### src/rtl/hctn_pkg.sv
// ----------------------------------------------------------------------------
// hctn_pkg
// Shared types and constants of the toolpath height clamp and thinning block.
// ----------------------------------------------------------------------------
package hctn_pkg;

   localparam int VAL_BITS     = 32;
   localparam int TOL_BITS     = 31;
   localparam int CSR_IDX_BITS = 3;

   // register indexes
   localparam logic [CSR_IDX_BITS-1:0] CSR_BASE_HEIGHT = 3'd0;
   localparam logic [CSR_IDX_BITS-1:0] CSR_TOLERANCE   = 3'd1;
   localparam logic [CSR_IDX_BITS-1:0] CSR_SCALE_X     = 3'd2;
   localparam logic [CSR_IDX_BITS-1:0] CSR_OFFSET_X    = 3'd3;
   localparam logic [CSR_IDX_BITS-1:0] CSR_SCALE_Y     = 3'd4;
   localparam logic [CSR_IDX_BITS-1:0] CSR_OFFSET_Y    = 3'd5;

   typedef struct packed {
      logic item_last;
      logic path_end;
   } pt_flags_type;

endpackage

### src/rtl/hctn_decide.sv
// ----------------------------------------------------------------------------
// hctn_decide
// Thinning decision and path state; issues one point per cycle, unless held
// by pt_ready, into a registered point stage.
// ----------------------------------------------------------------------------
module hctn_decide #(
   parameter int COORD_BITS = 16
) (
   input  logic                               clock,
   input  logic                               reset,
   input  logic                               in_valid,
   output logic                               in_take,
   input  logic signed [COORD_BITS-1:0]       in_tx,
   input  logic signed [COORD_BITS-1:0]       in_ty,
   input  logic signed [hctn_pkg::VAL_BITS-1:0] in_height,
   input  logic                               in_last,
   input  logic signed [hctn_pkg::VAL_BITS-1:0] base_height,
   input  logic [hctn_pkg::TOL_BITS-1:0]      tolerance,
   output logic                               pt_valid,
   input  logic                               pt_ready,
   output logic signed [COORD_BITS-1:0]       pt_tx,
   output logic signed [COORD_BITS-1:0]       pt_ty,
   output logic signed [hctn_pkg::VAL_BITS-1:0] pt_height,
   output hctn_pkg::pt_flags_type             pt_flags
);
   import hctn_pkg::*;

   localparam int DIR_BITS = COORD_BITS + 1;

   logic signed [COORD_BITS-1:0] prev_x_ff, prev_x_in, prev_y_ff, prev_y_in;
   logic signed [DIR_BITS-1:0]   dir_x_ff, dir_x_in, dir_y_ff, dir_y_in;
   logic signed [VAL_BITS-1:0]   emit_h_ff, emit_h_in;
   logic                         started_ff, started_in;
   logic                         phase_ff, phase_in;

   logic                         pt_v_ff;
   logic signed [COORD_BITS-1:0] pt_tx_ff, pt_ty_ff;
   logic signed [VAL_BITS-1:0]   pt_h_ff;
   pt_flags_type                 pt_flags_ff;

   logic signed [DIR_BITS-1:0]   dx, dy;
   logic signed [VAL_BITS:0]     diff;
   logic [VAL_BITS:0]            mag;
   logic                         c_first, c_base, c_dir, c_dev, has1;
   logic                         emit_any, emit_end, out_rdy, step;
   logic signed [COORD_BITS-1:0] sel_x, sel_y;
   logic signed [VAL_BITS-1:0]   sel_h;

   always_comb begin
      dx   = {in_tx[COORD_BITS-1], in_tx} - {prev_x_ff[COORD_BITS-1], prev_x_ff};
      dy   = {in_ty[COORD_BITS-1], in_ty} - {prev_y_ff[COORD_BITS-1], prev_y_ff};
      diff = {in_height[VAL_BITS-1], in_height} - {emit_h_ff[VAL_BITS-1], emit_h_ff};
      mag  = diff[VAL_BITS] ? (VAL_BITS+1)'(-diff) : diff;

      c_first = !started_ff;
      c_base  = (in_height == base_height) && (in_height != emit_h_ff);
      c_dir   = (dx != dir_x_ff) || (dy != dir_y_ff);
      c_dev   = {mag, 1'b0} > {3'b000, tolerance};
      has1    = c_first || c_base || c_dir || c_dev;

      // previous point at base height on a direction change
      if (!c_first && !c_base && c_dir) begin
         sel_x = prev_x_ff;
         sel_y = prev_y_ff;
         sel_h = base_height;
      end else begin
         sel_x = in_tx;
         sel_y = in_ty;
         sel_h = in_height;
      end

      emit_end = phase_ff || (in_last && !has1);
      emit_any = phase_ff || has1 || in_last;
      out_rdy  = !pt_v_ff || pt_ready;
      step     = in_valid && (out_rdy || !emit_any);
      in_take  = step && (phase_ff || !(has1 && in_last));

      phase_in = phase_ff;
      if (step && !phase_ff && has1 && in_last) begin
         phase_in = 1'b1;
      end else if (in_take) begin
         phase_in = 1'b0;
      end

      prev_x_in  = prev_x_ff;
      prev_y_in  = prev_y_ff;
      dir_x_in   = dir_x_ff;
      dir_y_in   = dir_y_ff;
      emit_h_in  = emit_h_ff;
      started_in = started_ff;
      if (step && !phase_ff) begin
         if (in_last) begin
            prev_x_in  = '0;
            prev_y_in  = '0;
            dir_x_in   = '0;
            dir_y_in   = '0;
            emit_h_in  = '0;
            started_in = 1'b0;
         end else begin
            prev_x_in  = in_tx;
            prev_y_in  = in_ty;
            dir_x_in   = dx;
            dir_y_in   = dy;
            started_in = 1'b1;
            if (has1) begin
               emit_h_in = sel_h;
            end
         end
      end
   end

   always_ff @(posedge clock) begin
      if (reset) begin
         prev_x_ff  <= '0;
         prev_y_ff  <= '0;
         dir_x_ff   <= '0;
         dir_y_ff   <= '0;
         emit_h_ff  <= '0;
         started_ff <= 1'b0;
         phase_ff   <= 1'b0;
         pt_v_ff    <= 1'b0;
      end else begin
         prev_x_ff  <= prev_x_in;
         prev_y_ff  <= prev_y_in;
         dir_x_ff   <= dir_x_in;
         dir_y_ff   <= dir_y_in;
         emit_h_ff  <= emit_h_in;
         started_ff <= started_in;
         phase_ff   <= phase_in;
         if (out_rdy) begin
            pt_v_ff <= in_valid && emit_any;
         end
      end
   end

   always_ff @(posedge clock) begin
      if (out_rdy && in_valid && emit_any) begin
         if (emit_end) begin
            pt_tx_ff    <= in_tx;
            pt_ty_ff    <= in_ty;
            pt_h_ff     <= base_height;
            pt_flags_ff <= '{item_last: 1'b1, path_end: 1'b1};
         end else begin
            pt_tx_ff    <= sel_x;
            pt_ty_ff    <= sel_y;
            pt_h_ff     <= sel_h;
            pt_flags_ff <= '{item_last: !in_last, path_end: 1'b0};
         end
      end
   end

   assign pt_valid  = pt_v_ff;
   assign pt_tx     = pt_tx_ff;
   assign pt_ty     = pt_ty_ff;
   assign pt_height = pt_h_ff;
   assign pt_flags  = pt_flags_ff;

endmodule

### src/rtl/hctn_xform.sv
// ----------------------------------------------------------------------------
// hctn_xform
// Texel to block unit conversion: registered scale multiply, then offset
// subtract with saturation into the result register.
// ----------------------------------------------------------------------------
module hctn_xform #(
   parameter int COORD_BITS = 16
) (
   input  logic                                 clock,
   input  logic                                 reset,
   input  logic                                 pt_valid,
   output logic                                 pt_ready,
   input  logic signed [COORD_BITS-1:0]         pt_tx,
   input  logic signed [COORD_BITS-1:0]         pt_ty,
   input  logic signed [hctn_pkg::VAL_BITS-1:0] pt_height,
   input  hctn_pkg::pt_flags_type               pt_flags,
   input  logic [hctn_pkg::VAL_BITS-1:0]        scale_x,
   input  logic signed [hctn_pkg::VAL_BITS-1:0] offset_x,
   input  logic [hctn_pkg::VAL_BITS-1:0]        scale_y,
   input  logic signed [hctn_pkg::VAL_BITS-1:0] offset_y,
   output logic                                 rsp_valid,
   input  logic                                 rsp_ready,
   output logic signed [hctn_pkg::VAL_BITS-1:0] rsp_out_x,
   output logic signed [hctn_pkg::VAL_BITS-1:0] rsp_out_z,
   output logic signed [hctn_pkg::VAL_BITS-1:0] rsp_out_height,
   output logic                                 rsp_item_last,
   output logic                                 rsp_path_end
);
   import hctn_pkg::*;

   localparam int PROD_BITS = COORD_BITS + VAL_BITS + 1;
   localparam int SUM_BITS  = PROD_BITS + 1;

   logic                        a_v_ff, b_v_ff, a_rdy, b_rdy;
   logic signed [PROD_BITS-1:0] px_ff, pz_ff;
   logic signed [VAL_BITS-1:0]  a_h_ff, b_x_ff, b_z_ff, b_h_ff;
   pt_flags_type                a_flags_ff, b_flags_ff;
   logic signed [SUM_BITS-1:0]  sx, sz;

   function automatic logic signed [VAL_BITS-1:0] sat_val(
      input logic signed [SUM_BITS-1:0] v
   );
      logic ovf;
      ovf = (v[SUM_BITS-1:VAL_BITS-1] != {(SUM_BITS-VAL_BITS+1){v[SUM_BITS-1]}});
      if (!ovf) begin
         sat_val = v[VAL_BITS-1:0];
      end else if (v[SUM_BITS-1]) begin
         sat_val = {1'b1, {(VAL_BITS-1){1'b0}}};
      end else begin
         sat_val = {1'b0, {(VAL_BITS-1){1'b1}}};
      end
   endfunction

   assign b_rdy    = !b_v_ff || rsp_ready;
   assign a_rdy    = !a_v_ff || b_rdy;
   assign pt_ready = a_rdy;

   always_comb begin
      sx = {px_ff[PROD_BITS-1], px_ff} - SUM_BITS'(offset_x);
      sz = {pz_ff[PROD_BITS-1], pz_ff} - SUM_BITS'(offset_y);
   end

   always_ff @(posedge clock) begin
      if (reset) begin
         a_v_ff <= 1'b0;
         b_v_ff <= 1'b0;
      end else begin
         if (a_rdy) begin
            a_v_ff <= pt_valid;
         end
         if (b_rdy) begin
            b_v_ff <= a_v_ff;
         end
      end
   end

   always_ff @(posedge clock) begin
      if (a_rdy && pt_valid) begin
         px_ff      <= PROD_BITS'(pt_tx) * $signed({1'b0, scale_x});
         pz_ff      <= PROD_BITS'(pt_ty) * $signed({1'b0, scale_y});
         a_h_ff     <= pt_height;
         a_flags_ff <= pt_flags;
      end
      if (b_rdy && a_v_ff) begin
         b_x_ff     <= sat_val(sx);
         b_z_ff     <= sat_val(sz);
         b_h_ff     <= a_h_ff;
         b_flags_ff <= a_flags_ff;
      end
   end

   assign rsp_valid      = b_v_ff;
   assign rsp_out_x      = b_x_ff;
   assign rsp_out_z      = b_z_ff;
   assign rsp_out_height = b_h_ff;
   assign rsp_item_last  = b_flags_ff.item_last;
   assign rsp_path_end   = b_flags_ff.path_end;

endmodule

### src/rtl/toolpath_height_clamp_thinning.sv
// ----------------------------------------------------------------------------
// toolpath_height_clamp_thinning
// Clamps raster toolpath point heights, thins the point stream and converts
// emitted points to block units.
// ----------------------------------------------------------------------------
// One transaction is taken every cycle while the output does not stall; a
// point with path_last that also causes a thinning result yields two results
// and holds the decision stage until both are issued, since the point stage
// issues at most one result per cycle. A result passes the input register,
// decision register, multiply register and result register in that order.
module toolpath_height_clamp_thinning #(
   parameter int COORD_BITS = 16,
   parameter int FRAC_BITS  = 16
) (
   input  logic                                 clock,
   input  logic                                 reset,
   input  logic                                 csr_wr_en,
   input  logic [hctn_pkg::CSR_IDX_BITS-1:0]    csr_index,
   input  logic [hctn_pkg::VAL_BITS-1:0]        csr_wdata,
   input  logic                                 req_valid,
   output logic                                 req_ready,
   input  logic signed [COORD_BITS-1:0]         req_tex_x,
   input  logic signed [COORD_BITS-1:0]         req_tex_y,
   input  logic signed [hctn_pkg::VAL_BITS-1:0] req_map_height,
   input  logic                                 req_map_valid,
   input  logic                                 req_path_last,
   output logic                                 rsp_valid,
   input  logic                                 rsp_ready,
   output logic signed [hctn_pkg::VAL_BITS-1:0] rsp_out_x,
   output logic signed [hctn_pkg::VAL_BITS-1:0] rsp_out_z,
   output logic signed [hctn_pkg::VAL_BITS-1:0] rsp_out_height,
   output logic                                 rsp_item_last,
   output logic                                 rsp_path_end
);
   import hctn_pkg::*;

   localparam logic [TOL_BITS-1:0] TOL_RESET =
      TOL_BITS'(((64'd1 << FRAC_BITS) + 64'd5) / 64'd10);
   localparam logic [VAL_BITS-1:0] SCALE_RESET = VAL_BITS'(64'd1 << FRAC_BITS);
   localparam int SUM_BITS = VAL_BITS + 2;

   logic signed [VAL_BITS-1:0] base_ff, off_x_ff, off_y_ff;
   logic [TOL_BITS-1:0]        tol_ff;
   logic [VAL_BITS-1:0]        scl_x_ff, scl_y_ff;

   logic                         s1_v_ff, s1_last_ff, s1_take;
   logic signed [COORD_BITS-1:0] s1_tx_ff, s1_ty_ff;
   logic signed [VAL_BITS-1:0]   s1_h_ff, h_in;
   logic signed [SUM_BITS-1:0]   raised;
   logic signed [VAL_BITS-1:0]   raised_sat;

   logic                         pt_valid, pt_ready;
   logic signed [COORD_BITS-1:0] pt_tx, pt_ty;
   logic signed [VAL_BITS-1:0]   pt_height;
   pt_flags_type                 pt_flags;

   // configuration registers
   always_ff @(posedge clock) begin
      if (reset) begin
         base_ff  <= '0;
         tol_ff   <= TOL_RESET;
         scl_x_ff <= SCALE_RESET;
         off_x_ff <= '0;
         scl_y_ff <= SCALE_RESET;
         off_y_ff <= '0;
      end else if (csr_wr_en) begin
         unique case (csr_index)
            CSR_BASE_HEIGHT: base_ff  <= csr_wdata;
            CSR_TOLERANCE:   tol_ff   <= csr_wdata[TOL_BITS-1:0];
            CSR_SCALE_X:     scl_x_ff <= csr_wdata;
            CSR_OFFSET_X:    off_x_ff <= csr_wdata;
            CSR_SCALE_Y:     scl_y_ff <= csr_wdata;
            CSR_OFFSET_Y:    off_y_ff <= csr_wdata;
            default: ;
         endcase
      end
   end

   // clamped point height
   always_comb begin
      raised = SUM_BITS'(req_map_height) + $signed({2'b00, tol_ff, 1'b0});
      if (raised[SUM_BITS-1:VAL_BITS-1] == {(SUM_BITS-VAL_BITS+1){raised[SUM_BITS-1]}}) begin
         raised_sat = raised[VAL_BITS-1:0];
      end else if (raised[SUM_BITS-1]) begin
         raised_sat = {1'b1, {(VAL_BITS-1){1'b0}}};
      end else begin
         raised_sat = {1'b0, {(VAL_BITS-1){1'b1}}};
      end
      h_in = (req_map_valid && (raised_sat > base_ff)) ? raised_sat : base_ff;
   end

   assign req_ready = !s1_v_ff || s1_take;

   always_ff @(posedge clock) begin
      if (reset) begin
         s1_v_ff <= 1'b0;
      end else if (req_ready) begin
         s1_v_ff <= req_valid;
      end
   end

   always_ff @(posedge clock) begin
      if (req_ready && req_valid) begin
         s1_tx_ff   <= req_tex_x;
         s1_ty_ff   <= req_tex_y;
         s1_h_ff    <= h_in;
         s1_last_ff <= req_path_last;
      end
   end

   hctn_decide #(
      .COORD_BITS (COORD_BITS)
   ) u_decide (
      .clock       (clock),
      .reset       (reset),
      .in_valid    (s1_v_ff),
      .in_take     (s1_take),
      .in_tx       (s1_tx_ff),
      .in_ty       (s1_ty_ff),
      .in_height   (s1_h_ff),
      .in_last     (s1_last_ff),
      .base_height (base_ff),
      .tolerance   (tol_ff),
      .pt_valid    (pt_valid),
      .pt_ready    (pt_ready),
      .pt_tx       (pt_tx),
      .pt_ty       (pt_ty),
      .pt_height   (pt_height),
      .pt_flags    (pt_flags)
   );

   hctn_xform #(
      .COORD_BITS (COORD_BITS)
   ) u_xform (
      .clock          (clock),
      .reset          (reset),
      .pt_valid       (pt_valid),
      .pt_ready       (pt_ready),
      .pt_tx          (pt_tx),
      .pt_ty          (pt_ty),
      .pt_height      (pt_height),
      .pt_flags       (pt_flags),
      .scale_x        (scl_x_ff),
      .offset_x       (off_x_ff),
      .scale_y        (scl_y_ff),
      .offset_y       (off_y_ff),
      .rsp_valid      (rsp_valid),
      .rsp_ready      (rsp_ready),
      .rsp_out_x      (rsp_out_x),
      .rsp_out_z      (rsp_out_z),
      .rsp_out_height (rsp_out_height),
      .rsp_item_last  (rsp_item_last),
      .rsp_path_end   (rsp_path_end)
   );

endmodule
### config.mk
export PLATFORM = sky130hd
export DESIGN_NAME = toolpath_height_clamp_thinning
export DESIGN_NICKNAME = d
export VERILOG_FILES = /design/src/rtl/hctn_pkg.sv /design/src/rtl/hctn_decide.sv /design/src/rtl/hctn_xform.sv /design/src/rtl/toolpath_height_clamp_thinning.sv
export SDC_FILE = /design/constraint.sdc
export NUM_CORES = 2
export LEC_CHECK = 0
export BUFFER_PORTS_ARGS = -buffer_cell sky130_fd_sc_hd__buf_2
export CAP_MARGIN = 20
export CORE_ASPECT_RATIO = 0.75
export CORE_MARGIN = 10
export CORE_UTILIZATION = 50
export CTS_CLUSTER_SIZE = 10
export DETAILED_ROUTE_END_ITERATION = 7
export PLACE_DENSITY = 0.77
export SYNTH_ARGS = -nofsm -noshare
export SYNTH_HDL_FRONTEND = slang
export SYNTH_HIERARCHICAL = 1
export SYNTH_SLANG_ARGS = --single-unit
### constraint.sdc
create_clock -name clock -period 8.9 [get_ports clock]
set_clock_uncertainty 0.2 [all_clocks]
set_input_delay 0.445 -clock clock [delete_from_list [all_inputs] [get_ports clock]]
set_output_delay 0.445 -clock clock [all_outputs]
set_load 0.05 [all_outputs]
# Word-level counts from Yosys, hierarchy flattened
# Cells that the tools add are included.
# Widths: inputs -> output; s select.
[op_classes] add_sub_neg=7 n_reduce_logical=51 n_lt_le_gt_ge=2 n_eq_ne=12 multipliers=2 muxes=24
[ops] operator="$mux 32" count=11
[ops] operator="$sub 49x32->50" count=2
[ops] operator="$mul 16x33->49" count=2
[ops] operator="$mux 16" count=6
[ops] operator="$ne 18x18->1" count=2
[ops] operator="$add 32x33->34" count=1
[ops] operator="$gt 34x31->1" count=1
[ops] operator="$mux 17" count=2
[ops] operator="$ne 17x17->1" count=2
[ops] operator="$sub 16x16->17" count=2
[ops] operator="$mux 33" count=1
[ops] operator="$neg 33->33" count=1
[ops] operator="$sub 32x32->33" count=1
[ops] operator="$eq 32x32->1" count=1
[ops] operator="$gt 32x32->1" count=1
[ops] operator="$ne 32x32->1" count=1
[ops] operator="$logic_and 1x1->1" count=17
[ops] operator="$reduce_and 2->1" count=7
[ops] operator="$logic_or 1x1->1" count=13
[ops] operator="$logic_not 1->1" count=11
[ops] operator="$eq 3x2->1 const B" count=2
[ops] operator="$eq 3x3->1 const B" count=2
[ops] operator="$mux 1" count=4
[ops] operator="$reduce_bool 2->1" count=2
[ops] operator="3 further kinds" count=3
[word_totals] elab_cells=134 out_inout_bits=100 inputBits=106 regBits=656

# Logic depth before layout (Yosys ltp)
[depth] word_depth=14 mapped_depth=29 mapped_depth_nobuf=26

# By module
# Netlist, hierarchy kept.
[by_module_without_submodules] module="hctn_xform" seq_area_each_um2=6946.7 n_inst=1 cells_per_inst=5208 area_per_inst_um2=47345.4
[by_module_without_submodules] module="hctn_decide" seq_area_each_um2=4003.8 n_inst=1 cells_per_inst=1629 area_per_inst_um2=13899.6
[by_module_without_submodules] module="toolpath_height_clamp_thinning" seq_area_each_um2=5795.6 n_inst=1 cells_per_inst=1437 area_per_inst_um2=12180.4

# Least setup slack after synthesis
# No wires, ideal clock.
[synth_path] path_type="register -> register" from="register s1_h_ff[0]" to="register u_decide.pt_flags_ff (netlist bit u_decide/pt_flags[0]), enable pin" arrival_ps=8208 period_less_slack_ps=8920 stages_incl_launch_ff=26 required_time_ps=8188 slack_ps=-20 path_buffers=2 setup_ps=512 cell_sequence="edfxtp_1 > inv_1 > ha_1 > fa_1 > nand2b_1 > a21o_1 > a211oi_2 > o211a_1 > a211oi_1 > or4_1 > or4_1 > clkbuf_1 > o31ai_1 > xnor2_1 > ha_1 > nand4_1 > or4_1 > nor2_1 > nand2_1 > nand3_1 > nor3_1 > o21ai_0 > or2_2 > nor4_4 > clkbuf_1 > a21oi_1"
[synth_between] elab_chain_cells=8 elab_cells_between_ends=13 classes_between="add/sub: 2; order compare: 1; eq/ne: 2; mux: 1; reduce/logical: 7"
[synth_lines] element="from (decl)" line="toolpath_height_clamp_thinning.sv:48" text="logic signed [VAL_BITS-1:0] s1_h_ff, h_in;"
[synth_lines] element="from (signal assigned)" line="toolpath_height_clamp_thinning.sv:106" text="s1_h_ff <= h_in;"
[synth_lines] element="$sub 32x32->33 (tied with other cells)" line="hctn_decide.sv:52" text="diff = {in_height[VAL_BITS-1], in_height} - {emit_h_ff[VAL_BITS-1], emit_h_ff};"
[synth_lines] element="$neg 33->33 / $logic_and 1x1->1 (equally long branches)" line="hctn_decide.sv:53, hctn_decide.sv:56"
[synth_lines] element="$mux 33 / $logic_or 1x1->1 (equally long branches)" line="hctn_decide.sv:53, hctn_decide.sv:59"
[synth_lines] element="$gt 34x31->1 / $logic_or 1x1->1 (equally long branches)" line="hctn_decide.sv:58, hctn_decide.sv:59"
[synth_lines] element="$logic_or 1x1->1 *" line="hctn_decide.sv:59" text="has1 = c_first || c_base || c_dir || c_dev;"
[synth_lines] element="$logic_or 1x1->1 * (2 in series)" line="hctn_decide.sv:73" text="emit_any = phase_ff || has1 || in_last;"
[synth_lines] element="$logic_and 1x1->1 *" line="hctn_decide.sv:137" text="if (out_rdy && in_valid && emit_any) begin"
[synth_lines] element="to (signal assigned)" line="hctn_decide.sv:142" text="pt_flags_ff <= '{item_last: 1'b1, path_end: 1'b1};"
[synth_lines] element="to (signal assigned)" line="hctn_decide.sv:147" text="pt_flags_ff <= '{item_last: !in_last, path_end: 1'b0};"
[synth_lines] element="to (decl)" line="hctn_decide.sv:39" text="pt_flags_type pt_flags_ff;"
# Mark *: on every way between the ends. The rest lies on a longest branch, timed or not.
# A chain may end at the register's enable or synchronous reset.

# Worst setup path after layout
[layout_path] from="register s1_h_ff[8]" to="output req_ready"
[layout_between] elab_chain_cells=12 elab_cells_between_ends=20 classes_between="add/sub: 2; order compare: 1; eq/ne: 2; mux: 1; reduce/logical: 14"
[layout_lines] element="$sub 32x32->33 (tied with other cells)" line="hctn_decide.sv:52"
[layout_lines] element="$neg 33->33 / $logic_and 1x1->1 (equally long branches)" line="hctn_decide.sv:53, hctn_decide.sv:56"
[layout_lines] element="$mux 33 / $logic_or 1x1->1 (equally long branches)" line="hctn_decide.sv:53, hctn_decide.sv:59"
[layout_lines] element="$gt 34x31->1 / $logic_or 1x1->1 (equally long branches)" line="hctn_decide.sv:58, hctn_decide.sv:59"
[layout_lines] element="$logic_or 1x1->1 *" line="hctn_decide.sv:59"
[layout_lines] element="$logic_or 1x1->1 (2 in series)" line="hctn_decide.sv:73"
[layout_lines] element="$logic_not 1->1" line="hctn_decide.sv:75" text="step = in_valid && (out_rdy || !emit_any);"
[layout_lines] element="$logic_or 1x1->1" line="hctn_decide.sv:75"
[layout_lines] element="$logic_and 1x1->1" line="hctn_decide.sv:75"
[layout_lines] element="$logic_and 1x1->1 *" line="hctn_decide.sv:76" text="in_take = step && (phase_ff || !(has1 && in_last));"
[layout_lines] element="named net s1_take" line="toolpath_height_clamp_thinning.sv:46" text="logic s1_v_ff, s1_last_ff, s1_take;"
[layout_lines] element="$logic_or 1x1->1 *" line="toolpath_height_clamp_thinning.sv:92" text="assign req_ready = !s1_v_ff || s1_take;"
[layout_lines] element="to (decl)" line="toolpath_height_clamp_thinning.sv:21" text="output logic req_ready,"
# The timed path passes the listed nets; every way through them passes the cells marked *.

==> reports/qor.yml <==
final_layout:
  nets: 9840
  drive_gt1_share_pct: 6.48
  mostFrequentLayoutCell: "inv_1"
  layoutNonFillerInstCount: 10400
  synthToLayoutAreaGrowth_pct: 8.47
  fin_util_pct: 54.7
  mostFrequentLayoutCells: "inv_1, nand2_1, fa_1"
floorplan:
  core_area_sq_um: 145000
  die-area_sq_um: 163000
  fp.dieW_um: 462
  io_pins: 206
  rows: 121
  start_util_pct: 50.5
  die_h_um: 352
timing:
  fin_setup_tns_ps: 0
  setup_violations: 0
  clock.fmax_mhz: 116
  layout_setup_ws_ps: 303
  fin_crit_ps: 8600
  drv_slew: 0
  rsz0062_at_grt: "false"
  worstMarginPinSlew_ps: 1180
  hold_violations: 0
  final.period_utilization_pct: 96.6
  relSlewSlack_pct: 21.1
power:
  vdd_ir_drop_max_uv: 178
  powerDensity_nw_per_um2: 150
  power.leakage_nw: 35.1
global_route:
  antenna_found_initial: 11
  grt_max_degree: 103
  grt_pass1_vias: 59700
  grt_overflow: 0
  grt_pass1_wl_um: 367000
  grt_usage_pct: 29.0
setup_path:
  critPathArrivalTime_ps: 7950
  path_class: "flop to output pin"
  critPathRequiredTime_ps: 8260
  crit_buf_inv: 2
  cp_slowest_cell: "o41ai_1"
  max_stage_delay_ps: 630
  critical_path.max_fanout: 10
  endpoint_kind: "output pin"
  start_kind: "flop"
  worstPathCellList: "ha_1 > a21oi_1 > o21ai_0 > o21bai_1 > or3_1 > a222oi_1 > and4b_1 > nand4_1 > o41ai_1 > xnor2_1 > ha_1 > nand4_1 > or4_1 > nor2_1 > nand4_1 > o21ai_0 > o21ai_0 > or2_2 > nor4_4 > buf_4 > o211ai_1 > nand2_1 > nand2b_1 > buf_2"
  crit_family: "simple AND/OR/NAND/NOR gates"
route:
  routed_via_density: 5.82
  drt_first_pass_iters: 6
  ant_nets: 0
  wire_per_inst_um: 23.2
  drc_errors: 0
  vias: 60400
  wirelength_um: 241000
  drtIter0Drc: 6810
yosys:
  seq_area_frac_synth_pct: 22.8
  yosys.cell_types.count: 106
  yosysWarnings: 6
  syn_nets: 9787
  ys_seq_elements: 656
  syn_inst: 8274
  synth-edff-count: 361
  synth_area_per_cell_sq_um: 8.87
  synth_area_sq_um: 73400
  async_flop_share_pct: 0
  synth_flop_cell: "edfxtp_1"
placement:
  numPortBuffers: 205
  place_congestion: 0.987
  dp_slack_ps: 781
  dp_hpwl_um: 187000
  dp_cells: 10200
hold_path:
  hold_path.class: "input pin to flop"
clock_tree:
  cts_setup_buffers: 0
  clock-sinks: 656
  cts_buffers: 82
  cts_tree: "yes"
  clock_path_buffers: 3
  cts_root_buffer: "clkbuf_16"
  clk_pin_slew_ps: 60
  h-tree-depth: 3
  clock_latency_ps: 750
run_status:
  status: "completed"
run:
  max_cap_viol_count: 0
path summary, 6_finish.rpt:
check / start / endpoint / slack (ps) / cells past startpoint
min: csr_wdata[17] / tol_ff[17]$_SDFFE_PP0P_ / 50 / 3
min reg2reg: u_xform/a_h_ff[22]$_DFFE_PP_ / u_xform/rsp_out_height[22]$_DFFE_PP_ / 190 / 0
max: s1_h_ff[8]$_DFFE_PP_ / req_ready / 300 / 24
max reg2reg: u_decide/pt_tx[15]$_DFFE_PP_ / u_xform/px_ff[48]$_DFFE_PP_ / 500 / 22
cells by family (layout without fill, tap and decap cells):
kind of cell	count (synthesis)	in the layout	share of synthesized area [%]
fa+ha+maj	1407	1407	32.6
simple gates	2623	2623	17.1
xor+xnor	325	325	3.88
mux	204	204	2.94
buf+inv	1680	1803	8.81
flops	656	656	22.8
compound gates	1379	1379	11.9
other cells	0	5	0
state kept, by name (all words and copies together), names as in the netlist, 17 cells and up:
| register | count |
|---|---|
| u_xform/px_ff | 49 |
| u_xform/pz_ff | 49 |
| base_ff | 32 |
| off_x_ff | 32 |
| off_y_ff | 32 |
| s1_h_ff | 32 |
| scl_x_ff | 32 |
| scl_y_ff | 32 |
| u_decide/emit_h_ff | 32 |
| u_decide/pt_height | 32 |
| u_xform/a_h_ff | 32 |
| u_xform/rsp_out_height | 32 |
| u_xform/rsp_out_x | 32 |
| u_xform/rsp_out_z | 32 |
| tol_ff | 31 |
| u_decide/dir_x_ff | 17 |
| u_decide/dir_y_ff | 17 |
layer usage:
| layer | vias to the layer above | GRT usage [%] | routed length, um |
|---|---|---|---|
| li1 | 27100 | - | - |
| met2 | 3313 | 38.3 | 90800 |
| met5 | - | 0 | 78 |
| met1 | 29500 | 43.0 | 109000 |
| met3 | 432 | 11.4 | 33600 |
| met4 | 10 | 8.79 | 7700 |
worst register-to-register path, cell delays in order, from the launching register on:
cell and delay [ps]:
edfxtp_1 850, inv_1 560, buf_4 350, nor2_1 170, fa_1 470, fa_1 470, fa_1 540, fa_1 450
fa_1 500, inv_1 60, fa_1 600, inv_1 70, ha_1 390, o21a_1 220, o21ai_0 200, nor2_1 80
nor2_1 90, o311ai_0 290, a2111o_1 510, a2111oi_0 640, o41ai_1 170, a21oi_1 220, xnor2_1 80
report_power, final:
part	switching [W]	internal [W]	total, W
Combinational	0.00308	0.00179	0.00487
Sequential	0.000217	0.00347	0.00369
Clock	0.00146	0.00195	0.00340
Total	0.00475	0.00721	0.0120
stage by stage:
stage	hold slack (ps)	power (W)	instance area [sq um]
2_1_floorplan	200	0.00686	73400
3_3_place_gp	204	0.00827	76200
3_5_place_dp	207	0.00837	76300
4_1_cts	1.27	0.0118	79600
5_1_grt	12.3	0.0126	79600
6_report	46.9	0.0120	79600
layout make-up:
cell class	instances	area, sq um
tap	1968	2460
inverter	1280	4800
timing repair buffer	369	2610
multi-input combinational	5938	50300
sequential	656	16700
antenna	5	12.5
fill	12900	65800
clock inverter	16	304
clock buffer	138	2400
repair_timing:
action	CTS	global route
endpoints found under the setup margin	0	1
resized for setup	0	2
endpoints found under the hold margin	134	0
hold buffers	59	0
cell usage after synthesis, drive strengths merged, types with 26 or more instances:
| master | instances | area (sq um) |
|---|---|---|
| fa | 842 | 16900 |
| nand3 | 70 | 355 |
| o211ai | 29 | 223 |
| xor2 | 163 | 1430 |
| o21bai | 35 | 263 |
| nor4 | 35 | 246 |
| nand4 | 82 | 513 |
| nor3 | 130 | 651 |
| and3 | 28 | 180 |
| buf | 50 | 348 |
| o31ai | 58 | 449 |
| xnor2 | 162 | 1420 |
| inv | 1279 | 4800 |
| nor2b | 50 | 313 |
| clkbuf | 350 | 1320 |
| o21a | 49 | 368 |
| ha | 565 | 7070 |
| nand2b | 129 | 807 |
| edfxtp | 361 | 10800 |
| a21oi | 576 | 2920 |
| a31oi | 33 | 236 |
| dfxtp | 295 | 5910 |
| a311oi | 32 | 305 |
| and2 | 457 | 2860 |
| o21ai | 222 | 1110 |
| a211oi | 63 | 500 |
| nor2 | 301 | 1130 |
| or3 | 26 | 173 |
| mux2i | 132 | 1350 |
| nand2 | 1225 | 4600 |
| mux2 | 72 | 811 |
| a21o | 133 | 998 |
Note: power is estimated with default switching activity, not from simulation.
